File: src/design/aabb_pkg.sv
// ----------------------------------------------------------------------------
// aabb_pkg
// Shared types, widths and side codes for the box collision side detector.
// ----------------------------------------------------------------------------
package aabb_pkg;

   localparam int MAX_RECTS  = 64;
   localparam int RECT_IDX_W = (MAX_RECTS > 1) ? $clog2(MAX_RECTS) : 1;
   localparam int RECT_CNT_W = $clog2(MAX_RECTS + 1);

   localparam int COORD_W = 16;
   localparam int SIZE_W  = 15;
   // edges and differences are worked at this width so no sum wraps
   localparam int CALC_W  = 18;
   localparam int SIDE_W  = 3;

   localparam logic [SIDE_W-1:0] SIDE_NONE   = 3'd0;
   localparam logic [SIDE_W-1:0] SIDE_TOP    = 3'd1;
   localparam logic [SIDE_W-1:0] SIDE_BOTTOM = 3'd2;
   localparam logic [SIDE_W-1:0] SIDE_LEFT   = 3'd3;
   localparam logic [SIDE_W-1:0] SIDE_RIGHT  = 3'd4;

   localparam logic FUNC_ADD   = 1'b0;
   localparam logic FUNC_QUERY = 1'b1;

   typedef logic signed [COORD_W-1:0] coord_type;
   typedef logic [SIZE_W-1:0]         size_type;
   typedef logic signed [CALC_W-1:0]  calc_type;

   typedef struct packed {
      coord_type left;
      coord_type top;
      size_type  width;
      size_type  height;
   } rect_type;

   // moving box with its edges already formed
   typedef struct packed {
      calc_type left;
      calc_type top;
      calc_type right;
      calc_type bottom;
   } query_type;

endpackage

File: src/design/aabb_side_unit.sv
// ----------------------------------------------------------------------------
// aabb_side_unit
// Corner-inside tests of the moving box against one stored box, side select.
// ----------------------------------------------------------------------------
module aabb_side_unit (
   input  aabb_pkg::query_type          query,
   input  aabb_pkg::rect_type           entry,
   output logic [aabb_pkg::SIDE_W-1:0]  side
);
   import aabb_pkg::*;

   calc_type l2, t2, r2, b2;
   calc_type dx_r, dy_b, dy_t, dx_l;
   logic     r_in_x, l_in_x, b_in_y, t_in_y;

   always_comb begin
      l2 = {{(CALC_W-COORD_W){entry.left[COORD_W-1]}}, entry.left};
      t2 = {{(CALC_W-COORD_W){entry.top[COORD_W-1]}}, entry.top};
      r2 = l2 + $signed({{(CALC_W-SIZE_W){1'b0}}, entry.width});
      b2 = t2 + $signed({{(CALC_W-SIZE_W){1'b0}}, entry.height});

      r_in_x = (query.right > l2) && (query.right < r2);
      l_in_x = (query.left > l2) && (query.left < r2);
      b_in_y = (query.bottom > t2) && (query.bottom < b2);
      t_in_y = (query.top > t2) && (query.top < b2);

      dx_r = query.right - l2;
      dy_b = query.bottom - t2;
      dy_t = b2 - query.top;
      dx_l = r2 - query.left;

      side = SIDE_NONE;
      if (r_in_x && b_in_y) begin
         side = (dx_r >= dy_b) ? SIDE_TOP : SIDE_LEFT;
      end else if (r_in_x && t_in_y) begin
         side = (dx_r >= dy_t) ? SIDE_BOTTOM : SIDE_LEFT;
      end else if (l_in_x && t_in_y) begin
         side = (dx_l >= dy_t) ? SIDE_BOTTOM : SIDE_RIGHT;
      end else if (l_in_x && b_in_y) begin
         side = (dx_l >= dy_b) ? SIDE_TOP : SIDE_RIGHT;
      end
   end

endmodule
File: config.mk
export PLATFORM = sky130hd
export DESIGN_NAME = aabb_side_unit
export DESIGN_NICKNAME = d
export VERILOG_FILES = /design/src/design/aabb_pkg.sv /design/src/design/aabb_side_unit.sv
export SDC_FILE = /design/constraint.sdc
export NUM_CORES = 1
export LEC_CHECK = 0
export BUFFER_PORTS_ARGS = -buffer_cell sky130_fd_sc_hd__buf_2
export CORE_MARGIN = 2
export CORE_UTILIZATION = 50
export DETAILED_ROUTE_END_ITERATION = 12
export PLACE_DENSITY = 0.72
export SYNTH_ARGS = -nofsm -noshare
export SYNTH_HDL_FRONTEND = slang
export SYNTH_SLANG_ARGS = --single-unit
export TNS_END_PERCENT = 100
File: constraint.sdc
create_clock -name vclk -period 5.5
set_input_delay 0.275 -clock vclk [all_inputs]
set_output_delay 0.275 -clock vclk [all_outputs]
set_load 0.005 [all_outputs]
* Yosys cells after proc, flatten, opt, wreduce, memory -nomap -nowiden
Cells that the tools add are included.
Storage, ports and cells: flip-flop bits (word level) 0
Operators by class: add/subtract/negate cells 6, order comparisons 12, multiplexer cells 8, reductions and logical operators 8
Operator list (count):
- 18-bit greater-or-equal comparator | 4
- 18-bit by 16-bit greater-than comparator with 1-bit output | 4
- 18-bit by 17-bit < comparator with 1-bit output | 4
- 17-bit by 18-bit subtractor with 18-bit output | 2
- 18-bit by 16-bit subtractor with 18-bit output | 2
- 16-bit by 16-bit adder with 17-bit output | 2
- 3-bit 2-to-1 mux | 6
- 1-bit logical AND | 8
- 2-bit 2-to-1 mux | 1
- 1-bit 2-to-1 mux | 1

* Longest topological paths before layout
Gate-level depths: netlist of the first run.
word-level depth 8, mapped depth 28, mapped depth without buffers 28

* Worst setup path after synthesis of the first run
OpenSTA, ideal clock, no wires.
path kind input to output, start point input port entry[0] (netlist bit), end point output port side[1] (netlist bit), data arrival time 5.149 ns, required time 5.225 ns, setup slack 0.076 ns, stages 26, path buffers 0, cell sequence ha_1 -> fa_1 -> a21o_1 -> a21oi_1 -> o21bai_1 -> a21oi_1 -> o21bai_1 -> a211o_1 -> a21oi_1 -> xnor2_1 -> ha_1 -> a21o_1 -> a21oi_4 -> o31ai_1 -> a21oi_1 -> o21bai_1 -> a21oi_1 -> o21bai_1 -> a21oi_1 -> xor2_1 -> ha_1 -> inv_1 -> a211o_1 -> or3_1 -> a31o_1 -> and3b_1
On the way: cells in the longest elaborated chain, start to end 8
Ends and longest elaborated chain:
- from (decl) | RTL line aabb_side_unit.sv:7 | input aabb_pkg::rect_type entry,
- 16-bit by 16-bit adder with 17-bit output * | RTL line aabb_side_unit.sv:20 | b2 = t2 + $signed({{(CALC_W-SIZE_W){1'b0}}, entry.height});
- branches (longest 6 deep; another with 17-bit by 18-bit subtractor with 18-bit output)
- 3-bit 2-to-1 mux * | RTL line aabb_side_unit.sv:33 | if (r_in_x && b_in_y) begin
- to (decl) | RTL line aabb_side_unit.sv:8 | output logic [aabb_pkg::SIDE_W-1:0] side
Mark *: on every way between the ends.

* Final worst setup path of the first run
start point input port entry[46] (netlist bit), end point output port side[1] (netlist bit)
On the way: cells in the longest elaborated chain, start to end 8
Ends and longest elaborated chain (RTL line):
- branches (longest 7 deep; another with 17-bit by 18-bit subtractor with 18-bit output)
- 3-bit 2-to-1 mux * | aabb_side_unit.sv:33
Marked as above.

==> impl_metrics.toml, run 1 <==
[layout]
num-nets-final = 1739
fin_util = 0.653
nClkBuffers = 0
diodes = 0
n_fill_cell = 1488
nFlopsAndLatches = 0
seqCellArea_um2 = 0
syn_to_final_growth_pct = 27.9
multi_input_area_um2 = 7820
drive_above_1_share = 0.256

[global_routing]
grt_pass1_wl_mm = 38.4
grt_start_max_net_pins = 10
grt_pass1_vias = 8454
grt_overflow = 0
antenna_found_initial = 0
grtUsageTotal = 0.260

[run]
drv_cap = 0

[cts]
cts_hold_buffers = 0

[placement]
finalWeightedCongestion = 0.939
io_buffers = 137
dp_hpwl_mm = 20.1
pre_cts_ws_ns = -0.745

[floorplan]
dieArea_um2 = 17300
fp.dieW_um = 131
core_um2 = 15900
ios = 137
initial_core_util = 0.511
die_h_um = 131
fp-row-count = 46

[logic_synthesis]
synth_fp_nets = 1467
synth.top_cell.area_share = 0.370
ys_top_cells_by_area = "ha_1 37%, inv_1 6.6%, xnor2_1 6.3%"
yosysTopAreaCell = "ha_1"
syn_inst = 1087
synthDistinctLibCells = 70
syn_area_um2 = 8110
yosys_warnings = 0
yosysSeqAreaShare = 0
syn_area_per_cell_um2 = 7.46

[route]
drt_iter0_markers = 373
first_pass_iters = 5
via_count = 8648
totalWireLength_mm = 23.0
ant_nets = 0
drcViolationCount = 0
vias_per_cell = 5.50
routedWlPerCell_um = 14.6

[sta]
rsz0062_at_grt = "true"
period_minus_slack_ns = 5.77
hold_viol = 0
worstMarginPinSlew_ns = 0.610
maxSlewHeadroom = 0.590
fin_crit_sh = 1.05
max_freq_ghz = 0.173
slew_viol_final = 0
setup_ws_ns = -0.272
setup-violations-final = 3

[power_and_ir_drop]
leakage_nw = 5.61
power_density_nw_per_um2 = 243
ir_drop_v = 0.000168

[worst_setup_path]
cp_max_fo = 2
arrival_ns = 5.50
path_class = "primary input to output pin"
cp-start-kind = "primary input"
critPathRequiredTime_ns = 5.22
critPathCaptureType = "output pin"
slowest_delay_ns = 0.36
startpoint = "entry[46]"
crit_path_frequent_cell = "o21ai_2"
path_buf_inv = 3
cpLargestDelayFamily = "adder cells"
critical_path.slowest_cell = "or3_4"

[hold_path]
holdPathStages = 7
hold_path_end = "side[0]"
hold_path.class = "primary input to output pin"
min-delay-start = "query[35]"

[run_status]
status = "finished, violations left"
violations = "negative setup slack"
[where the power goes]
part           switching (W)  internal [W]  leakage [nW]
sequential                 0             0             0
clock                      0             0             0
combinational        0.00127       0.00125          5.61
[layout make-up]
cell class	count	area share
Timing Repair Buffer	274	0.169
Multi-Input combinational cell	941	0.754
Inverter	142	0.0514
Tap cell	216	0.0260
[through the flow]
stage	hold WS [ns]	instance area (µm²)	power, W	setup TNS (ns)	instances
floorplan	0.932	8110	0.00153	0	1087
global placement	1.30	9920	0.00225	-1.34	1551
detailed placement	1.29	9920	0.00230	-1.94	1551
CTS	1.31	10200	0.00239	-0.657	1565
global route	1.38	10400	0.00282	-1.31	1573
finish	1.30	10400	0.00252	-0.620	1573
[metal layers]
layer | part of all wire | GRT usage | vias to the layer above | routed length [µm]
met2 | 0.48 | 0.479 | 161 | 10900
met5 | 0 | 0 | - | 0
met3 | 0.035 | 0.00309 | 21 | 813
met1 | 0.48 | 0.352 | 3924 | 11000
li1 | - | - | 4542 | -
met4 | 0.0097 | 0.0236 | 0 | 222
[cell families after synthesis]
logic type / after synthesis / synth area share
adder cells (fa/ha/maj): 250 / 0.390
XOR/XNOR: 83 / 0.0896
buffers and inverters: 146 / 0.0676
multiplexers: 1 / 0.00139
AND/OR/NAND/NOR: 274 / 0.174
AO/OA/AOI/OAI: 333 / 0.277
[tightest hold or removal path: stages]
cell	delay (ns)
buf_2	0.10
ha_1	0.14
nand2b_1	0.10
a21oi_1	0.13
o21ai_1	0.09
o31ai_1	0.07
buf_2	0.12
[layout by cell type, fill, tap and decap left out, types with 5 or more instances in the layout]
master / netlist / layout
a21o_1: 49 / 49
a211o_1: 7 / 7
nand4_1: 25 / 25
or2_2: 8 / 7
a21oi_1: 95 / 78
nor4_1: 5 / 5
buf_4: 0 / 136
xnor2_1: 58 / 55
o21ai_2: 0 / 5
inv_1: 142 / 141
a21boi_0: 7 / 5
nand2b_1: 26 / 26
o31a_1: 7 / 7
nor2_1: 67 / 63
nor3_1: 27 / 23
nor2b_1: 17 / 16
a211oi_1: 11 / 8
xor2_1: 25 / 22
buf_2: 0 / 133
o21bai_1: 11 / 11
o21a_1: 23 / 23
o31ai_1: 9 / 8
a31oi_1: 7 / 7
ha_1: 240 / 238
o2111ai_1: 6 / 6
o21ai_1: 1 / 6
nand3_1: 22 / 22
or3_1: 7 / 6
a21oi_2: 2 / 19
o211ai_1: 5 / 5
nand2_1: 47 / 47
o21ai_0: 54 / 44
[worst max-delay path by stage]
stage	to	slack, ns	cells after the start
after global routing	side[1]	-0.45	30
final	side[1]	-0.27	29
after CTS	side[1]	-0.30	29
after detailed placement	side[1]	-0.75	29
after floorplan	side[1]	0.08	26
after global placement	side[1]	-0.50	29
[synth_stat cells (7+ instances only)]
cell	number
a31oi_1	7
xor2_1	25
o21bai_1	11
a211oi_1	11
a211o_1	7
a21o_1	49
nand3_1	22
nand2_1	47
a21boi_0	7
or2_2	8
inv_1	142
o31a_1	7
nor3_1	27
a21oi_1	95
o21a_1	23
nand4_1	25
ha_1	240
or3_1	7
nand2b_1	26
o21ai_0	54
o31ai_1	9
xnor2_1	58
nor2_1	67
nor2b_1	17
[what timing repair did]
| item | CTS | global route |
|---|---|---|
| resized for setup | 37 | 39 |
| setup buffers | 14 | 8 |
| pin swaps | 47 | 46 |
| endpoints found under the setup margin | 3 | 3 |
(Power assumes the default switching activity.)
==> inputs of run 2 (changes only) <==
--- a/config.mk
+++ b/config.mk
@@ -6,10 +6,12 @@
 export NUM_CORES = 1
 export LEC_CHECK = 0
 export BUFFER_PORTS_ARGS = -buffer_cell sky130_fd_sc_hd__buf_2
+export CELL_PAD_IN_SITES_DETAIL_PLACEMENT = 1
+export CELL_PAD_IN_SITES_GLOBAL_PLACEMENT = 1
 export CORE_MARGIN = 2
-export CORE_UTILIZATION = 50
+export CORE_UTILIZATION = 40
 export DETAILED_ROUTE_END_ITERATION = 12
-export PLACE_DENSITY = 0.72
+export PLACE_DENSITY = 0.79
 export SYNTH_ARGS = -nofsm -noshare
 export SYNTH_HDL_FRONTEND = slang
 export SYNTH_SLANG_ARGS = --single-unit
==> impl_metrics.toml, run 2 (synthesis gave the netlist of run 1 again) <==
[layout]
nFlopsAndLatches = 0
nClkBuffers = 0
syn_to_final_growth_pct = 30.6
num-nets-final = 1748
drive_above_1_share = 0.267
seqCellArea_um2 = 0
final_common_cell = "ha_1"
final_cells = 1636
final_cell_mix = "237 x ha_1, 146 x buf_4, 141 x inv_1"
diodes = 0
n_fill_cell = 2602

[power_and_ir_drop]
power_density_nw_per_um2 = 266
ir_drop_v = 0.000139
leakage_nw = 5.69

[worst_setup_path]
crit_path_frequent_cell = "a21o_1"
critPathRequiredTime_ns = 5.22
critical_path.slowest_cell = "or3_4"
startpoint = "entry[15]"
cp-start-kind = "primary input"
cp_max_fo = 3
path_class = "primary input to output pin"
slowest_delay_ns = 0.39
arrival_ns = 5.61
critPathCaptureType = "output pin"

[route]
routedWlPerCell_um = 17.9
first_pass_iters = 5
via_count = 9145
ant_nets = 0
totalWireLength_mm = 29.2
drcViolationCount = 0
vias_per_cell = 5.59
drt_iter0_markers = 349

[floorplan]
ios = 137
dieArea_um2 = 21400
fp.dieW_um = 146
fp-row-count = 52
die_h_um = 146
core_um2 = 20000
initial_core_util = 0.405

[global_routing]
grt_pass1_wl_mm = 45.6
grt_start_max_net_pins = 10
grtUsageTotal = 0.252
grt_overflow = 0
antenna_found_initial = 1
grt_pass1_vias = 9657

[sta]
max_freq_ghz = 0.170
slew_viol_final = 0
setup-violations-final = 3
fin_crit_sh = 1.07
hold_viol = 0
worstMarginPinSlew_ns = 0.631
setup_ws_ns = -0.390
rsz0062_at_grt = "true"
maxSlewHeadroom = 0.574
totalNegativeSetupSlack_ns = -1.03
period_minus_slack_ns = 5.89

[hold_path]
hold_path.class = "primary input to output pin"
min-delay-start = "query[35]"

[cts]
cts_hold_buffers = 0

[placement]
placed_cells = 1613
finalWeightedCongestion = 0.871
dp_hpwl_mm = 24.2
io_buffers = 137

[run_status]
violations = "negative setup slack"
status = "finished, violations left"

[run]
drv_cap = 0
## run 2: worst paths after layout
check	end	slack [ns]	depth (start not counted)
min	side[0]	1.37	7
max	side[1]	-0.39	29
## run 2: stage by stage
stage | power (W) | cell area, µm² | hold slack, ns | setup WS, ns | utilization
after floorplan | 0.00153 | 8110 | 0.932 | 0.0757 | -
after global placement | 0.00229 | 10000 | 1.31 | -0.549 | 0.501
after detailed placement | 0.00241 | 10000 | 1.36 | -0.712 | 0.501
after CTS | 0.00253 | 10300 | 1.36 | -0.240 | 0.513
after global routing | 0.00310 | 10600 | 1.44 | -0.691 | 0.529
final | 0.00282 | 10600 | 1.37 | -0.390 | 0.529
## run 2: cell type report
class,count,area [µm²],share of cell area
Timing Repair Buffer,283,1800,0.170
Multi-Input combinational cell,941,7920,0.747
Inverter,142,533,0.0503
Tap cell,270,338,0.0319
## run 2: where the power goes
group          internal (W)  switching, W
registers                 0             0
logic               0.00133       0.00149
clock network             0             0
## run 2: critical path, delay by kind of cell
| kind | cells | cell delay, ns |
|---|---|---|
| AOI/OAI and AO/OA | 13 | 2.37 |
| and+or+nand+nor | 7 | 1.26 |
| adders and majority gates | 4 | 1.06 |
| xor gates and xnor gates | 2 | 0.38 |
| buffers and inverters | 3 | 0.27 |
## run 2: metal layers
| layer | share of wire | GRT usage | vias to the layer above |
|---|---|---|---|
| li1 | - | - | 4553 |
| met1 | 0.43 | 0.321 | 4404 |
| met2 | 0.52 | 0.487 | 140 |
| met3 | 0.030 | 0.00344 | 48 |
| met4 | 0.021 | 0.0282 | 0 |
| met5 | 0 | 0 | - |
## run 2: repair_timing
item / in CTS / in global routing
resized for setup: 40 / 49
pin swaps: 41 / 37
setup buffers: 12 / 11
endpoints found under the setup margin: 3 / 3
